$ cat config.mk
export PLATFORM = sky130hd
export DESIGN_NAME = dedup_table_with_expiry_core
export DESIGN_NICKNAME = d
export VERILOG_FILES = /design/src/rtl/core/dedup_pkg.sv /design/src/rtl/core/dedup_ctrl.sv /design/src/rtl/core/dedup_dp.sv /design/src/rtl/core/dedup_table_with_expiry_core.sv
export SDC_FILE = /design/constraint.sdc
export NUM_CORES = 2
export LEC_CHECK = 0
export BUFFER_PORTS_ARGS = -buffer_cell sky130_fd_sc_hd__buf_2
export CAP_MARGIN = 20
export CORE_MARGIN = 3
export CORE_UTILIZATION = 56
export DETAILED_ROUTE_END_ITERATION = 12
export MAX_ROUTING_LAYER = met4
export PLACE_DENSITY = 0.75
export SYNTH_ARGS = -nofsm -noshare
export SYNTH_HDL_FRONTEND = slang
export SYNTH_SLANG_ARGS = --single-unit
$ cat constraint.sdc
create_clock -name clk -period 9.2 [get_ports clk]
set_clock_uncertainty 0.2 [all_clocks]
set_input_delay 1.84 -clock clk [delete_from_list [all_inputs] [get_ports clk]]
set_output_delay 1.84 -clock clk [all_outputs]
set_load 0.01 [all_outputs]
$ cat src/rtl/core/dedup_pkg.sv
// Shared types and constants of the dedup table core.
`timescale 1ns / 1ps
package dedup_pkg;

  localparam int ENTRIES    = 16;
  localparam int IDX_W      = (ENTRIES > 1) ? $clog2(ENTRIES) : 1;
  localparam int CNT_W      = $clog2(ENTRIES + 1);
  localparam int OUT_CNT_W  = 5;
  localparam int KEY_W      = 64;
  localparam int TIME_W     = 32;
  localparam int CFG_DATA_W = 32;
  localparam int CFG_ADDR_W = 3;
  localparam int REG_IDX_W  = CFG_ADDR_W - 2;

  localparam logic [REG_IDX_W-1:0] REG_RETENTION   = '0;
  localparam logic [TIME_W-1:0]    RETENTION_RESET = 32'd3600;

  typedef enum logic [1:0] {
    KIND_QUERY = 2'd0,
    KIND_MARK  = 2'd1,
    KIND_SWEEP = 2'd2,
    KIND_CLEAR = 2'd3
  } kind_t;

  typedef struct packed {
    logic load;    // latch the item and reset the slot trackers
    logic scan;    // read the slot at the scan index and advance
    logic finish;  // apply the item and register its result
  } cmd_t;

  typedef struct packed {
    logic op_clear;
    logic last_idx;
  } sts_t;

endpackage

$ cat src/rtl/core/dedup_ctrl.sv
// Sequencer of the dedup table core: walks the slots once per item, except for a clear.
`timescale 1ns / 1ps
module dedup_ctrl (
  input  logic              clk,
  input  logic              rst_n,
  input  logic              start,
  input  dedup_pkg::sts_t   sts,
  output dedup_pkg::cmd_t   cmd,
  output logic              busy
);

  typedef enum logic [3:0] {
    ST_IDLE = 4'b0001,
    ST_SCAN = 4'b0010,
    ST_LAST = 4'b0100,
    ST_DONE = 4'b1000
  } state_t;

  state_t state_r, state_nxt;

  always_comb begin
    state_nxt  = state_r;
    cmd        = '0;
    unique case (state_r)
      ST_IDLE: begin
        if (start) begin
          cmd.load  = 1'b1;
          state_nxt = ST_SCAN;
        end
      end
      ST_SCAN: begin
        if (sts.op_clear) begin
          state_nxt = ST_DONE;
        end else begin
          cmd.scan = 1'b1;
          if (sts.last_idx) state_nxt = ST_LAST;
        end
      end
      // last slot read is evaluated here
      ST_LAST: state_nxt = ST_DONE;
      ST_DONE: begin
        cmd.finish = 1'b1;
        state_nxt  = ST_IDLE;
      end
      default: state_nxt = ST_IDLE;
    endcase
  end

  always_ff @(posedge clk) begin
    if (!rst_n) state_r <= ST_IDLE;
    else        state_r <= state_nxt;
  end

  assign busy = (state_r != ST_IDLE);

endmodule

$ cat src/rtl/core/dedup_dp.sv
// Datapath of the dedup table core: key memory, valid bits, slot trackers, result.
`timescale 1ns / 1ps
module dedup_dp (
  input  logic                                  clk,
  input  logic                                  rst_n,
  input  dedup_pkg::cmd_t                       cmd,
  output dedup_pkg::sts_t                       sts,
  input  logic [1:0]                            in_kind,
  input  logic [dedup_pkg::KEY_W-1:0]           in_key_high,
  input  logic [dedup_pkg::KEY_W-1:0]           in_key_low,
  input  logic [dedup_pkg::TIME_W-1:0]          in_now_seconds,
  input  logic [dedup_pkg::TIME_W-1:0]          retention,
  output logic                                  out_valid,
  output logic                                  out_duplicate,
  output logic                                  out_full_res,
  output logic [dedup_pkg::OUT_CNT_W-1:0]       out_entry_count
);

  localparam int MEM_W = 2 * dedup_pkg::KEY_W + dedup_pkg::TIME_W;

  logic [MEM_W-1:0] mem [dedup_pkg::ENTRIES];

  dedup_pkg::kind_t                kind_r;
  logic [dedup_pkg::KEY_W-1:0]     key_hi_r, key_lo_r;
  logic [dedup_pkg::TIME_W-1:0]    now_r;

  logic [dedup_pkg::IDX_W-1:0]     idx_r;
  logic                            rd_vld_r;
  logic [dedup_pkg::IDX_W-1:0]     rd_idx_r;
  logic [MEM_W-1:0]                rd_data_r;

  logic [dedup_pkg::ENTRIES-1:0]   valid_r, valid_nxt;
  logic [dedup_pkg::CNT_W-1:0]     count_r, count_nxt;

  logic                            match_f_r, match_exp_r, free_f_r, exp_f_r;
  logic [dedup_pkg::IDX_W-1:0]     match_idx_r, free_idx_r, exp_idx_r;

  logic                            out_valid_r, dup_r, full_r;
  logic [dedup_pkg::CNT_W-1:0]     out_cnt_r;

  logic                            slot_v, hit, expired, wr_en, dup_nxt, full_nxt;
  logic [dedup_pkg::IDX_W-1:0]     wr_idx;
  logic [dedup_pkg::TIME_W-1:0]    age;
  logic [31:0]                     cnt_ext;

  assign slot_v  = valid_r[rd_idx_r];
  assign hit     = slot_v
                   && (rd_data_r[MEM_W-1 -: dedup_pkg::KEY_W] == key_hi_r)
                   && (rd_data_r[dedup_pkg::KEY_W+dedup_pkg::TIME_W-1 -: dedup_pkg::KEY_W]
                       == key_lo_r);
  assign age     = now_r - rd_data_r[dedup_pkg::TIME_W-1:0];
  assign expired = (age > retention);

  assign sts.op_clear = (kind_r == dedup_pkg::KIND_CLEAR);
  assign sts.last_idx = (idx_r == dedup_pkg::IDX_W'(dedup_pkg::ENTRIES - 1));

  // Latch the item.
  always_ff @(posedge clk) begin
    if (cmd.load) begin
      kind_r   <= dedup_pkg::kind_t'(in_kind);
      key_hi_r <= in_key_high;
      key_lo_r <= in_key_low;
      now_r    <= in_now_seconds;
    end
  end

  // Key memory: one write port, one registered read port.
  always_ff @(posedge clk) begin
    if (wr_en) mem[wr_idx] <= {key_hi_r, key_lo_r, now_r};
    if (cmd.scan) rd_data_r <= mem[idx_r];
  end

  always_ff @(posedge clk) begin
    if (!rst_n) begin
      idx_r    <= '0;
      rd_vld_r <= 1'b0;
      rd_idx_r <= '0;
    end else begin
      rd_vld_r <= cmd.scan;
      if (cmd.load) begin
        idx_r <= '0;
      end else if (cmd.scan) begin
        idx_r    <= idx_r + dedup_pkg::IDX_W'(1);
        rd_idx_r <= idx_r;
      end
    end
  end

  // Track first match, first free slot and first expired slot of the walk.
  always_ff @(posedge clk) begin
    if (!rst_n) begin
      match_f_r <= 1'b0;
      free_f_r  <= 1'b0;
      exp_f_r   <= 1'b0;
    end else if (cmd.load) begin
      match_f_r <= 1'b0;
      free_f_r  <= 1'b0;
      exp_f_r   <= 1'b0;
    end else if (rd_vld_r) begin
      if (!match_f_r && hit) begin
        match_f_r <= 1'b1;
        match_exp_r <= expired;
        match_idx_r <= rd_idx_r;
      end
      if (!free_f_r && !slot_v) begin
        free_f_r   <= 1'b1;
        free_idx_r <= rd_idx_r;
      end
      if (!exp_f_r && slot_v && expired) begin
        exp_f_r   <= 1'b1;
        exp_idx_r <= rd_idx_r;
      end
    end
  end

  always_comb begin
    valid_nxt = valid_r;
    count_nxt = count_r;
    wr_en     = 1'b0;
    wr_idx    = match_idx_r;
    dup_nxt   = 1'b0;
    full_nxt  = 1'b0;
    // sweep drops each expired entry as the walk passes it
    if (rd_vld_r && (kind_r == dedup_pkg::KIND_SWEEP) && slot_v && expired) begin
      valid_nxt[rd_idx_r] = 1'b0;
      count_nxt           = count_r - dedup_pkg::CNT_W'(1);
    end
    if (cmd.finish) begin
      unique case (kind_r)
        dedup_pkg::KIND_QUERY: begin
          if (match_f_r) begin
            if (match_exp_r) begin
              valid_nxt[match_idx_r] = 1'b0;
              count_nxt              = count_r - dedup_pkg::CNT_W'(1);
            end else begin
              dup_nxt = 1'b1;
            end
          end
        end
        dedup_pkg::KIND_MARK: begin
          if (match_f_r) begin
            wr_en = 1'b1;
          end else if (free_f_r) begin
            wr_en     = 1'b1;
            wr_idx    = free_idx_r;
            count_nxt = count_r + dedup_pkg::CNT_W'(1);
          end else if (exp_f_r) begin
            wr_en  = 1'b1;
            wr_idx = exp_idx_r;
          end else begin
            full_nxt = 1'b1;
          end
          if (wr_en) valid_nxt[wr_idx] = 1'b1;
        end
        dedup_pkg::KIND_SWEEP: ;
        dedup_pkg::KIND_CLEAR: begin
          valid_nxt = '0;
          count_nxt = '0;
        end
      endcase
    end
  end

  always_ff @(posedge clk) begin
    if (!rst_n) begin
      valid_r     <= '0;
      count_r     <= '0;
      out_valid_r <= 1'b0;
    end else begin
      valid_r     <= valid_nxt;
      count_r     <= count_nxt;
      out_valid_r <= cmd.finish;
    end
  end

  always_ff @(posedge clk) begin
    if (cmd.finish) begin
      dup_r     <= dup_nxt;
      full_r    <= full_nxt;
      out_cnt_r <= count_nxt;
    end
  end

  assign cnt_ext         = 32'(out_cnt_r);
  assign out_valid       = out_valid_r;
  assign out_duplicate   = dup_r;
  assign out_full_res    = full_r;
  assign out_entry_count = cnt_ext[dedup_pkg::OUT_CNT_W-1:0];

endmodule

$ cat src/rtl/core/dedup_table_with_expiry_core.sv
// Top level of the dedup table core: register port, sequencer and datapath.
`timescale 1ns / 1ps
// Duplicate detection table of 16 keys of 128 bits with a time mark each. An
// item is taken when start is high and busy is low. Query, mark and sweep walk
// every slot through the single read port of the key memory, one slot per
// cycle; a clear skips the walk. The result shows on the out_ ports for one
// cycle with out_valid high, and busy falls in that same cycle, so the next
// item can be taken there. The receiver cannot stall the result. Valid bits
// sit in flip-flops cleared by reset, so no clearing pass follows reset.
// retention_seconds sits at byte address 0 and may be written only while
// busy is low; a write of zero stores one.
module dedup_table_with_expiry_core (
  input  logic                                   clk,
  input  logic                                   rst_n,
  input  logic                                   start,
  output logic                                   busy,
  input  logic [1:0]                             in_kind,
  input  logic [dedup_pkg::KEY_W-1:0]            in_key_high,
  input  logic [dedup_pkg::KEY_W-1:0]            in_key_low,
  input  logic [dedup_pkg::TIME_W-1:0]           in_now_seconds,
  output logic                                   out_valid,
  output logic                                   out_duplicate,
  output logic                                   out_full_res,
  output logic [dedup_pkg::OUT_CNT_W-1:0]        out_entry_count,
  input  logic                                   psel,
  input  logic                                   penable,
  input  logic                                   pwrite,
  input  logic [dedup_pkg::CFG_ADDR_W-1:0]       paddr,
  input  logic [dedup_pkg::CFG_DATA_W-1:0]       pwdata,
  output logic [dedup_pkg::CFG_DATA_W-1:0]       prdata,
  output logic                                   pready
);

  dedup_pkg::cmd_t cmd;
  dedup_pkg::sts_t sts;

  logic [dedup_pkg::TIME_W-1:0] retention_r, retention_nxt;
  logic                         reg_hit;

  assign pready  = 1'b1;
  assign reg_hit = (paddr[dedup_pkg::CFG_ADDR_W-1:2] == dedup_pkg::REG_RETENTION);
  assign prdata  = reg_hit ? retention_r : '0;

  always_comb begin
    retention_nxt = retention_r;
    if (psel && penable && pwrite && pready && reg_hit) begin
      // clamp zero to the smallest legal retention
      retention_nxt = (pwdata == '0) ? dedup_pkg::TIME_W'(1) : pwdata;
    end
  end

  always_ff @(posedge clk) begin
    if (!rst_n) retention_r <= dedup_pkg::RETENTION_RESET;
    else        retention_r <= retention_nxt;
  end

  dedup_ctrl u_ctrl (
    .clk   (clk),
    .rst_n (rst_n),
    .start (start),
    .sts   (sts),
    .cmd   (cmd),
    .busy  (busy)
  );

  dedup_dp u_dp (
    .clk             (clk),
    .rst_n           (rst_n),
    .cmd             (cmd),
    .sts             (sts),
    .in_kind         (in_kind),
    .in_key_high     (in_key_high),
    .in_key_low      (in_key_low),
    .in_now_seconds  (in_now_seconds),
    .retention       (retention_r),
    .out_valid       (out_valid),
    .out_duplicate   (out_duplicate),
    .out_full_res    (out_full_res),
    .out_entry_count (out_entry_count)
  );

endmodule

==> metrics.csv <==
metric,value,unit
outcome,"complete, no violations",
post-place-cells,7724,
cts_buffers,301,
synth.area.top_cells,"edfxtp_1 77%, mux4_2 16%, dfxtp_1 1.2%",
clk_path_buf_depth,4,
synth_warnings,0,
postSynthCellCount,4962,
cts_hold_buf,0,
synth_ff_type,edfxtp_1,
maxCapViolCount,0,
antenna_found_initial,11,
synth_mux_area_share,16.0,%
tightest_slew,1.21,ns
synth_top_area_share,76.6,%
fin_ws,2.47,ns
synth_top_area_cell,edfxtp_1,
synth-simple-area-share,1.69,%
drt_wl_total,275000,microns
nFillCells,12600,
min_path_type,flop to flop,
cts_tree,done,
dr.first_iter.drc_count,8061,
initial_core_util,56.6,%
crit_type,flop to flop,
clock-root-buffer,clkbuf_16,
synth_compound_area_share,1.62,%
synth_area,114000,sq um
coreArea,201000,sq um
power.total,27.4,mW
yosys_register_bits,2972,
crit_fanout,17,
synth.avg_cell_area,22.9,sq um
final.min_clock_period,6.73,ns
globalplace.congestion,0.881,
layout-drive-gt1-share,28.0,%
setup_viol,0,
ant_nets,0,
row_count,164,
vias_per_cell,6.65,
synth_cell_types,82,
clk_latency,0.94,ns
cp.required,9.77,ns
die_width,457,microns
grt_pass1_vias,55500,
cts_resized,0,
pre_cts_ws,2.43,ns
relSlewSlack,18.3,%
post_cts.repair.setup_buffers,0,
first_pass_iters,6,
fmax,0.149,GHz
io_buffers,241,
arrival,7.30,ns
hpwl,133000,microns
grt_usage,27.3,%
synth_common_cells,"2902 x edfxtp_1, 802 x mux4_2, 174 x clkbuf_1, 126 x inv_1, 106 x nand2_1",
clk_pin_slew,0.06,ns
ys_async_sr_fraction,0,%
h-tree-depth,5,
final_cells,8246,
end_kind,flop,
synth_edf_count,2902,
vias,54800,
cp-start-kind,flop,
cpPeakStageDelay,0.61,ns
fin_crit_sh,73.2,%
ioPinCount,245,
synth_top_family_by_area,multiplexers,
yosysSeqAreaShare,77.8,%
hold_violations,0,
areaGrowthSynthToFinish,12.4,%
synth.net_count,5232,
synth_adder_area_share,0.744,%
num-nets-final,5642,
post-synth-top-count-cell,edfxtp_1,
cts.sinks,2972,
cp_cell_sequence,inv_1 > ha_1 > inv_1 > fa_1 > a21o_1 > a221oi_1 > o21ai_0 > a31oi_1 > o2111ai_1 > and2_1 > nand4_1 > a31oi_1 > xor2_1 > ha_1 > and3_1 > nand4_1 > nor3_1 > or2b_1 > a31oi_1 > o21ai_4 > or3b_2 > o2111ai_1 > nand2_1,
cpMaxStageDelayCell,edfxtp_1,
slew_viol_final,0,
whs,0.266,ns
dieArea,209000,sq um
tns,0,ns
powerDensity,215,nW/um^2
ir_drop,0.000211,V
rsz0062_at_grt,false,
synth-xor-area-share,0.885,%
drc,0,
grt_max_degree,150,
die_h,457,microns
grt_remaining_overflow,0,
wl_per_cell,33.3,microns
grt_pass1_wl,398000,microns
crit_top_cell,a31oi_1,
leakage,39.5,nW
==> sequential cells by signal, summed over array words and instances (netlist names), 2 cells and up <==
register,count
u_dp.mem,2560
u_dp.now_r,32
u_dp.free_idx_r,4
retention_r,32
u_dp.idx_r,4
u_ctrl.state_r,4
u_dp.out_entry_count,5
u_dp.key_lo_r,64
u_dp.key_hi_r,64
u_dp.kind_r,2
u_dp.exp_idx_r,4
u_dp.rd_data_r,160
u_dp.rd_idx_r,4
u_dp.match_idx_r,4
u_dp.count_r,5
u_dp.valid_r,16
==> layer usage <==
layer	GRT usage (%)	routed length [microns]	up-vias
met4	8.82	9550	0
met1	37.9	103000	28800
met3	4.23	25900	521
met2	42.4	136000	3725
met5	-	0	-
li1	-	-	21800
==> cell type report <==
type                       count  area (sq um)  share of cell area [%]
multi-input combinational   1647         24000                    18.8
timing repair buffer         324          2150                    1.68
clock inverter               152          1360                    1.06
tap                         2656          3320                    2.60
inverter                     126           480                   0.376
clock buffer                 365          7930                    6.21
antenna                        4          10.0                 0.00783
sequential                  2972         88600                    69.3
==> where the power goes <==
group | internal, mW | switching, mW
Combinational | 0.184 | 0.290
Clock | 6.81 | 4.94
Sequential | 15.0 | 0.233
==> worst max-delay path, delay by kind of cell, from the launching register on <==
family	cells	cell delay (ns)
buffers and inverters	2	0.20
adder cells (fa/ha/maj)	3	0.89
AND/OR/NAND/NOR	8	1.78
flip-flops	1	0.61
AO/OA/AOI/OAI	9	2.74
XOR/XNOR	1	0.16
==> cell usage in the layout, fill, tap and decap left out, types with 26 or more instances in the layout <==
cell / n
buf_4: 57
a21oi_1: 43
inv_1: 125
ha_1: 66
nand2_1: 106
edfxtp_1: 2902
buf_2: 241
dfxtp_1: 66
nor2_1: 78
xnor2_1: 42
o21ai_0: 32
clkbuf_1: 56
clkinv_1: 67
xor2_1: 73
a21boi_0: 29
clkinv_2: 46
clkbuf_16: 308
nor2b_1: 27
nor4_1: 26
mux4_2: 802
==> path summary, 6_finish.rpt <==
path                       start  depth (start not counted)  slack, ns              end
setup / recovery   u_dp.now_r[0]                         23       2.47  u_dp.valid_r[5]
hold / removal    retention_r[7]                          2       0.27   retention_r[7]
setup reg to reg   u_dp.now_r[0]                         23       2.47  u_dp.valid_r[5]
hold reg to reg   retention_r[7]                          2       0.27   retention_r[7]
==> stage by stage <==
| stage | instance area [sq um] | util (%) |
|---|---|---|
| after floorplan | 114000 | - |
| after global placement | 118000 | 59.0 |
| after detailed placement | 118000 | 59.0 |
| after CTS | 128000 | 63.6 |
| after global routing | 128000 | 63.6 |
| final | 128000 | 63.6 |
==> logic make-up (layout without fill, tap and decap cells) <==
family / Yosys count / after routing
flip-flops: 2972 / 2972
multiplexers: 814 / 814
AND/OR/NAND/NOR: 387 / 387
buffers and inverters: 343 / 967
AO/OA/AOI/OAI: 263 / 263
XOR/XNOR: 115 / 115
adder cells (fa/ha/maj): 67 / 67
other: 1 / 5
Note: power is estimated with default switching activity, not from simulation.
